===== src/tms_pkg.sv =====
// Shared types and codes for the timestamp merge scheduler.
package tms_pkg;

  localparam int STAMP_W = 64;
  localparam int PORT_W  = 3;
  localparam int TAG_W   = 16;
  localparam int FILL_W  = 7;

  // One held packet entry.
  typedef struct packed {
    logic [STAMP_W-1:0] stamp;
    logic [PORT_W-1:0]  port;
    logic [TAG_W-1:0]   tag;
  } entry_t;

  // Operation broadcast to every cell.
  typedef enum logic [1:0] {
    OP_HOLD   = 2'b00,
    OP_INSERT = 2'b01,
    OP_POP    = 2'b10
  } cell_op_t;

  // Control word broadcast along the row of cells.
  typedef struct packed {
    cell_op_t op;
    entry_t   item;
  } cell_ctrl_t;

endpackage


===== src/tms_cell.sv =====
// One cell of the sorted systolic store: holds a single entry.
module tms_cell
  import tms_pkg::*;
(
  input  logic       clk,
  input  cell_ctrl_t ctrl,
  input  logic       occ,
  input  logic       prev_keep,
  input  entry_t     prev_entry,
  input  entry_t     next_entry,
  output logic       keep,
  output entry_t     held
);

  // Stay ahead of the new item when occupied and not later than it;
  // equal stamps stay ahead so ties leave in arrival order.
  assign keep = occ && (held.stamp <= ctrl.item.stamp);

  // Insert: open a gap and shift later entries down; pop: shift up.
  always_ff @(posedge clk) begin
    case (ctrl.op)
      OP_INSERT: begin
        if (!keep) begin
          held <= prev_keep ? ctrl.item : prev_entry;
        end
      end
      OP_POP: begin
        held <= next_entry;
      end
      default: begin
        held <= held;
      end
    endcase
  end

endmodule


===== config.mk =====
export PLATFORM = sky130hd
export DESIGN_NAME = tms_cell
export DESIGN_NICKNAME = d
export VERILOG_FILES = /design/src/tms_pkg.sv /design/src/tms_cell.sv
export SDC_FILE = /design/constraint.sdc
export NUM_CORES = 1
export LEC_CHECK = 0
export BUFFER_PORTS_ARGS = -buffer_cell sky130_fd_sc_hd__buf_4
export CORE_AREA = 2 2 131 133
export DETAILED_ROUTE_END_ITERATION = 7
export DIE_AREA = 0 0 133 135
export PLACE_DENSITY = 0.67
export SLEW_MARGIN = 20
export SYNTH_ARGS = -nofsm -noshare
export SYNTH_HDL_FRONTEND = slang
export SYNTH_SLANG_ARGS = --single-unit

===== constraint.sdc =====
create_clock -name clk -period 5.59 [get_ports clk]
set_input_delay 0.559 -clock clk [delete_from_list [all_inputs] [get_ports clk]]
set_output_delay 0.559 -clock clk [all_outputs]
set_load 0.005 [all_outputs]

==> results of run 1 <==
-- placed cells by master, fill, tap and decap left out, drive strengths merged, types with 3 or more instances in the layout --
cell	synthesis	routed
and4	3	3
nand2	95	95
inv	64	64
buf	9	341
o21ai	90	90
clkbuf	18	9
nand3	8	8
nor2b	4	4
nand4	14	14
nor4	4	4
edfxtp	83	83
a21oi	24	24
ha	64	64
mux2i	83	83
clkinv	0	3
a221o	3	3
a21o	5	5
-- final timing paths --
kind / start / cells after the start / end
setup reg to reg: held[24] / 10 / held[79]
setup / recovery: held[24] / 9 / keep
hold reg to reg: held[82] / 6 / held[48]
hold / removal: next_entry[75] / 3 / held[75]
-- critical path: cells and delay by family, from the launching register on --
family | cells | cell delay (ns)
compound gates | 6 | 1.01
fa+ha+maj | 1 | 0.31
buf+inv | 1 | 0.16
flops | 1 | 0.40
simple gates | 1 | 0.41
-- metal layers --
metal / wire length [um] / up-vias / GRT usage
met5: 0 / - / 0
met2: 9520 / 223 / 0.370
li1: - / 2781 / -
met4: 415 / 0 / 0.0765
met3: 1300 / 29 / 0.0477
met1: 7270 / 2486 / 0.225
-- power breakdown --
group	leakage (nW)	switching, mW	total (mW)	internal, mW
clock network	0.149	0.241	0.626	0.386
logic	3.39	0.242	0.540	0.297
registers	0.807	0.0314	0.803	0.772
total	4.35	0.515	1.97	1.45
-- cell families (layout without fill, tap and decap cells) --
logic type,Yosys count,in the layout
buf+inv,91,420
flops,83,83
compound gates,133,133
fa+ha+maj,64,64
mux,83,83
simple gates,135,135
-- area by class of cell --
cell class / count / area (um^2) / area share
clock inverter: 6 / 81.3 / 0.00917
inverter: 64 / 240 / 0.0271
clock buffer: 9 / 225 / 0.0254
timing repair buffer: 341 / 2580 / 0.291
multi-input combinational: 415 / 2970 / 0.335
sequential: 83 / 2490 / 0.281
tap: 220 / 275 / 0.0311
-- metrics by stage --
stage / power (mW) / hold WS [ns] / instances
after floorplan: 1.04 / 0.746 / 589
after global placement: 1.35 / 0.836 / 1122
after detailed placement: 1.36 / 0.837 / 1122
after CTS: 1.99 / 0.477 / 1137
after global routing: 2.07 / 0.490 / 1138
final: 1.97 / 0.488 / 1138
==> impl_metrics.py, run 1 <==
metrics = {
    "grt": {
        "grt_pass1_vias": 5480,
        "antenna_found_initial": 0,
        "grt_pass1_wl_um": 28000,
        "grt_use_total": 0.201,
        "overflow": 0,
        "grt_max_degree": 119,
    },
    "timing": {
        "rsz0062_at_grt": "false",
        "finalCritPeriodShare": 0.572,
        "setup_ws_ns": 2.39,
        "fin_tns_setup_ns": 0,
        "slew_violations": 0,
        "fmax_mhz": 313,
        "tightest_slew_ns": 1.06,
        "layout_min_cycle_time_ns": 3.20,
        "hold_viol": 0,
        "fin_skew_ns": 0.00651,
        "slew_headroom": 0.295,
        "finalSetupViolations": 0,
    },
    "die": {
        "die_area_um2": 18000,
        "core-area_um2": 16400,
        "initial_core_util": 0.353,
        "die_w_um": 133,
        "num_rows": 47,
        "die_h_um": 135,
        "pin_count": 338,
    },
    "worst_hold_path": {
        "hp-class": "in2reg",
    },
    "detailed_routing": {
        "routed_wl_um": 18500,
        "wl_per_cell_um": 16.3,
        "firstDrtPassIters": 4,
        "drc": 0,
        "postRouteAntennaNets": 0,
        "routed_via_density": 4.85,
        "first_iter_violations": 250,
        "vias": 5519,
    },
    "setup_path": {
        "r2r_slack_ns": 2.46,
        "cpPeakStageDelay_ns": 0.41,
        "crit_fanout": 2,
        "critPathCaptureType": "output port",
        "path_class": "reg2out",
        "cp_data_required_time_ns": 5.03,
        "cp_cell_sequence": "ha_1 -> a21oi_1 -> o21ai_1 -> a221o_1 -> or3_1 -> a21oi_1 -> o21ai_1 -> a21boi_0 -> buf_4",
        "crit_path_start_kind": "flip-flop",
        "crit_arrival_ns": 2.64,
        "crit_path_top_delay_cell": "or3_1",
    },
    "clock_tree": {
        "cts_max_level": 3,
        "cts_made_buffers": 9,
        "clock_sinks": 83,
        "ctsHoldBuffers": 0,
        "cts_tree": "built",
        "post_cts_resized": 0,
        "postCtsSetupBuffers": 0,
        "root_buffer": "clkbuf_16",
        "insertion_delay_ns": 0.34,
        "cts_buffer_depth": 2,
        "clkTransAtPathRegs_ns": 0.06,
    },
    "synthesis": {
        "synthAdderAreaFrac": 0.138,
        "synth_nets": 907,
        "synth_compound_area_frac": 0.126,
        "async_reset_ff_frac": 0,
        "ys_seq_area_frac": 0.430,
        "synth_edf_count": 83,
        "synth_most_common_cell": "nand2_1",
        "netlist_instances": 589,
        "synth_top_family_by_area": "multiplexers",
        "yosysTopAreaCell": "edfxtp_1",
        "synthMuxAreaShare": 0.143,
        "ys_ff_latch": 83,
        "yosys.area.top_type_share": 0.430,
        "synth_cell_type_count": 32,
        "avgSynthCellArea_um2": 9.84,
        "synth-simple-area-share": 0.103,
        "synthFlopType": "edfxtp_1",
        "syn_area_um2": 5800,
        "synthTopCellsByCount": "nand2_1 (95), o21ai_0 (87), edfxtp_1 (83), mux2i_1 (83)",
        "yosys_warnings": 0,
        "synthTopCellsByArea": "edfxtp_1 (43%), mux2i_1 (14%), ha_1 (14%), o21ai_0 (7.5%), nand2_1 (6.2%)",
        "synthXorXnorAreaFrac": 0,
    },
    "layout": {
        "nets": 1232,
        "antenna_cells": 0,
        "drive_above_1_share": 0.390,
        "area.growth.synth_to_final_pct": 52.9,
        "largest_register": "held",
        "reg_top3": "held: 83 flops",
        "fillers": 1542,
        "final_util": 0.540,
        "finalInstanceArea_um2": 8860,
        "largest_reg_flops": 83,
    },
    "placement": {
        "detailedPlace.worstSlack_ns": 2.02,
        "gp_congestion": 0.819,
        "hpwl_um": 15000,
        "numPortBuffers": 337,
        "place_area_um2": 8530,
    },
    "pwr": {
        "cellPowerDensity_nw_per_um2": 222,
        "vdd_drop_max_mv": 0.163,
        "cellLeakagePower_nw": 4.35,
    },
    "flow_run": {
        "maxCapViolCount": 0,
    },
    "run_status": {
        "status": "complete, no violations",
    },
}
(Power assumes the default switching activity.)
==> run 2: changes to the inputs <==
Clock period 5.59 ns to 3 ns, I/O delays scaled along.
==> impl_metrics.py, run 2 (synthesis gave the netlist of run 1 again) <==
metrics = {
    "pwr": {
        "cellPowerDensity_nw_per_um2": 407,
        "vdd_drop_max_mv": 0.221,
        "cellLeakagePower_nw": 4.39,
        "power.total_mw": 3.66,
    },
    "layout": {
        "nets": 1240,
        "reg_top3": "held: 83 flops",
        "mostFrequentLayoutCells": "buf_4 (345), nand2_1 (95), o21ai_0 (87)",
        "antenna_cells": 0,
        "area.growth.synth_to_final_pct": 55.1,
        "drive_above_1_share": 0.401,
        "final_common_cell": "buf_4",
        "largest_reg_flops": 83,
        "instances_no_fill": 1147,
        "largest_register": "held",
    },
    "detailed_routing": {
        "firstDrtPassIters": 4,
        "postRouteAntennaNets": 0,
        "routed_wl_um": 18600,
        "drc": 0,
        "first_iter_violations": 221,
        "wl_per_cell_um": 16.2,
        "vias": 5468,
        "routed_via_density": 4.77,
    },
    "placement": {
        "numPortBuffers": 337,
        "dp_cells": 1127,
        "hpwl_um": 15300,
        "gp_congestion": 0.815,
        "detailedPlace.worstSlack_ns": 0.108,
    },
    "clock_tree": {
        "cts_made_buffers": 9,
        "insertion_delay_ns": 0.34,
        "cts_buffer_depth": 2,
        "clkTransAtPathRegs_ns": 0.07,
        "cts_tree": "built",
        "cts_max_level": 3,
        "root_buffer": "clkbuf_16",
        "clock_sinks": 83,
    },
    "setup_path": {
        "cpPeakStageDelay_ns": 0.40,
        "cp_cell_sequence": "ha_1 -> a21oi_2 -> nand2_1 -> a221o_1 -> or3_4 -> a21oi_2 -> o21ai_1 -> a21boi_1 -> buf_4",
        "crit_arrival_ns": 2.54,
        "path_class": "reg2out",
        "cp_data_required_time_ns": 2.70,
        "crit_fanout": 3,
        "critPathCaptureType": "output port",
        "crit_buf_inv": 1,
        "crit_path_start_kind": "flip-flop",
        "crit_path_top_delay_cell": "edfxtp_1",
        "critPathTopFamily": "compound AO/OA/AOI/OAI gates",
        "cpMostUsedCell": "a21oi_2",
        "r2r_slack_ns": 0.22,
    },
    "die": {
        "pin_count": 338,
        "die_h_um": 135,
        "die_w_um": 133,
        "core-area_um2": 16400,
        "die_area_um2": 18000,
        "initial_core_util": 0.353,
        "num_rows": 47,
    },
    "grt": {
        "overflow": 0,
        "grt_pass1_vias": 5590,
        "grt_max_degree": 121,
        "grt_use_total": 0.205,
        "grt_pass1_wl_um": 28600,
        "antenna_found_initial": 0,
    },
    "timing": {
        "hold_viol": 0,
        "tightest_slew_ns": 0.500,
        "slew_headroom": 0.667,
        "setup_ws_ns": 0.164,
        "fin_skew_ns": 0.00655,
        "finalCritPeriodShare": 0.945,
        "fmax_mhz": 353,
        "layout_min_cycle_time_ns": 2.84,
        "rsz0062_at_grt": "false",
        "slew_violations": 0,
        "finalSetupViolations": 0,
    },
    "worst_hold_path": {
        "hp-class": "in2reg",
    },
    "run_status": {
        "status": "complete, no violations",
    },
    "flow_run": {
        "maxCapViolCount": 0,
    },
}
==> run 2: changes by cell type in the layout (fill, tap and decap cells not counted), sizes merged <==
cell	delta
buf	+8
bufinv	-1
inv	+2
==> run 2: worst register-to-register path, stage by stage, from the launching register on <==
cell      delay, ns
edfxtp_1       0.40
ha_1           0.33
a21oi_2        0.14
nand2_1        0.06
a221o_1        0.34
or3_4          0.39
a21oi_2        0.14
o21ai_1        0.10
a311o_2        0.39
buf_12         0.22
==> run 2: timing repair <==
action,4_1_cts,5_1_grt
gates resized for setup,0,6
hold buffers,0,0
setup endpoints to repair,0,1
buffers inserted,0,4
==> run 2: cell type report <==
cell class	instances	area, um^2
clock buffers	9	225
clock inverters	7	76.3
fillers	1533	7420
inverters	64	240
multi-input cells	415	3010
flip-flops and latches	83	2490
well taps	220	275
repair buffers	349	2670
==> run 2: worst paths after layout <==
| check | start | end | cells after the start |
|---|---|---|---|
| setup / recovery | held[33] | keep | 9 |
| hold / removal | next_entry[75] | held[75] | 3 |
| setup reg to reg | held[33] | held[36] | 9 |
| hold reg to reg | held[82] | held[0] | 6 |
==> run 2: where the power goes <==
| part | internal (mW) | leakage [nW] | switching [mW] |
|---|---|---|---|
| registers | 1.44 | 0.807 | 0.0600 |
| clock network | 0.651 | 0.144 | 0.476 |
| logic | 0.573 | 3.44 | 0.459 |
==> run 2: stage by stage <==
| stage | hold slack (ns) | util | cell area (um^2) | TNS [ns] |
|---|---|---|---|---|
| finish | 0.226 | 0.548 | 8990 | 0 |
| global route | 0.227 | 0.548 | 8990 | 0 |
| CTS | 0.213 | 0.544 | 8920 | 0 |
| detailed placement | 0.577 | 0.525 | 8620 | 0 |
| global placement | 0.574 | 0.525 | 8620 | 0 |
| floorplan | 0.487 | - | 5800 | -6.18 |
==> run 2: per-layer routing <==
| metal | vias up | GRT usage | share of wire |
|---|---|---|---|
| met1 | 2436 | 0.237 | 0.40 |
| met3 | 26 | 0.0469 | 0.070 |
| met4 | 0 | 0.0818 | 0.026 |
| li1 | 2797 | - | - |
| met5 | - | 0 | 0 |
| met2 | 209 | 0.367 | 0.51 |
==> run 3: changes to the inputs <==
Settings changed: CELL_PAD_IN_SITES_DETAIL_PLACEMENT set to 0, CELL_PAD_IN_SITES_GLOBAL_PLACEMENT set to 1, CORE_AREA 2 2 131 133 to not set, CORE_MARGIN set to 2, CORE_UTILIZATION set to 32, DIE_AREA 0 0 133 135 to not set, PLACE_DENSITY 0.67 to not set, PLACE_DENSITY_LB_ADDON set to 0.1.
==> impl_metrics.py, run 3 (synthesis gave the netlist of run 1 again) <==
metrics = {
    "worst_hold_path": {
        "hp-class": "in2reg",
    },
    "pwr": {
        "vdd_drop_max_mv": 0.244,
        "p_int_mw": 2.90,
        "pwr-share-seq": 0.384,
        "cellPowerDensity_nw_per_um2": 432,
        "power.total_mw": 3.90,
        "power_frac_comb": 0.263,
        "cellLeakagePower_nw": 4.41,
        "switching_share": 0.256,
        "p_sw_mw": 0.999,
        "pwr-share-clk": 0.353,
    },
    "detailed_routing": {
        "routed_wl_um": 19100,
        "vias": 5500,
        "postRouteAntennaNets": 0,
        "drc": 0,
        "routed_via_density": 4.77,
        "wl_per_cell_um": 16.6,
        "firstDrtPassIters": 4,
        "first_iter_violations": 178,
    },
    "clock_tree": {
        "cts_buffer_depth": 2,
        "cts_made_buffers": 9,
        "clkTransAtPathRegs_ns": 0.07,
        "ctsHoldBuffers": 0,
        "postCtsSetupBuffers": 0,
        "clock_sinks": 83,
        "cts_tree": "built",
        "insertion_delay_ns": 0.35,
        "cts_max_level": 3,
        "root_buffer": "clkbuf_16",
    },
    "layout": {
        "fillers": 1695,
        "largest_reg_flops": 83,
        "multi_input_area_um2": 3000,
        "drive_above_1_share": 0.398,
        "antenna_cells": 0,
        "final_common_cell": "buf_4",
        "regArea_um2": 2490,
        "nets": 1236,
        "reg_top3": "held: 83 flops",
        "largest_register": "held",
        "area.growth.synth_to_final_pct": 55.7,
        "mostFrequentLayoutCells": "buf_4 (341), nand2_1 (95), o21ai_0 (87)",
        "instances_no_fill": 1152,
    },
    "timing": {
        "finalCritPeriodShare": 0.977,
        "layout_min_cycle_time_ns": 2.93,
        "fin_tns_setup_ns": 0,
        "fin_skew_ns": 0.00777,
        "tightest_slew_ns": 0.669,
        "slew_violations": 0,
        "fmax_mhz": 341,
        "hold_slack_ns": 0.223,
        "rsz0062_at_grt": "false",
        "hold_viol": 0,
        "finalSetupViolations": 0,
        "slew_headroom": 0.553,
    },
    "die": {
        "num_rows": 49,
        "die_area_um2": 19200,
        "pin_count": 338,
        "die_w_um": 139,
        "initial_core_util": 0.325,
        "core-area_um2": 17800,
        "die_h_um": 139,
    },
    "run_status": {
        "status": "complete, no violations",
    },
    "grt": {
        "grt_max_degree": 89,
        "grt_pass1_vias": 5795,
        "grt_use_total": 0.194,
        "antenna_found_initial": 0,
        "overflow": 0,
        "grt_pass1_wl_um": 29700,
    },
    "setup_path": {
        "crit_path_top_delay_cell": "edfxtp_1",
        "cp_data_required_time_ns": 2.70,
        "path_class": "reg2out",
        "crit_fanout": 2,
        "crit_arrival_ns": 2.63,
        "cpPeakStageDelay_ns": 0.40,
        "crit_path_start_kind": "flip-flop",
        "cp_cell_sequence": "ha_1 -> a21oi_1 -> o21ai_1 -> a221o_1 -> or3_1 -> a21oi_1 -> o21ai_1 -> a21boi_1 -> buf_4",
        "critPathCaptureType": "output port",
    },
    "placement": {
        "numPortBuffers": 337,
        "dp_cells": 1136,
        "gp_congestion": 0.858,
        "hpwl_um": 15600,
    },
    "flow_run": {
        "maxCapViolCount": 0,
    },
}
## run 3: cell type report
class | count | share of cell area
sequential | 83 | 0.276
multi-input combinational | 415 | 0.333
timing repair buffer | 345 | 0.293
inverter | 64 | 0.0266
tap | 229 | 0.0317
clock inverter | 7 | 0.0154
clock buffer | 9 | 0.0250
## run 3: worst max-delay path, delay by kind of cell, from the launching register on
family	cells	cell delay (ns)
compound gates	6	1.04
flops	1	0.40
buf+inv	1	0.15
fa+ha+maj	1	0.30
simple gates	1	0.39
## run 3: what timing repair did
action,CTS,global route
endpoints found under the setup margin,0,1
gates resized for setup,0,4
hold endpoints to repair,0,0
## run 3: stage by stage
| step | area, um^2 | setup slack, ns | utilization |
|---|---|---|---|
| 5_1_grt | 9020 | 0.0216 | 0.506 |
| 2_1_floorplan | 5800 | -0.0745 | - |
| 6_report | 9020 | 0.0688 | 0.506 |
| 3_5_place_dp | 8630 | 0.106 | 0.484 |
| 3_3_place_gp | 8630 | 0.178 | 0.484 |
| 4_1_cts | 8990 | 0.0258 | 0.504 |
## run 3: final timing paths
path                            slack [ns]            from  cells past startpoint       end
worst max-delay path                  0.07        held[24]                      9      keep
worst max register to register        0.14        held[24]                      9  held[20]
worst min register to register        1.50        held[82]                      6   held[1]
worst min-delay path                  0.22  next_entry[17]                      3  held[17]
## run 3: power by group through the flow
stage | combinational [mW] | sequential, mW | clock (mW)
after floorplan | 0.412 | 1.53 | 0
after global placement | 1.02 | 1.52 | 0
after detailed placement | 1.03 | 1.52 | 0
after CTS | 1.04 | 1.50 | 1.40
after global routing | 1.14 | 1.51 | 1.46
final | 1.03 | 1.50 | 1.38
## run 3: layer usage
layer / wire (um) / track usage / up-vias
met5: 0 / 0 / -
met3: 1540 / 0.0622 / 27
met2: 9670 / 0.349 / 207
li1: - / - / 2793
met1: 7490 / 0.218 / 2473
met4: 422 / 0.0596 / 0
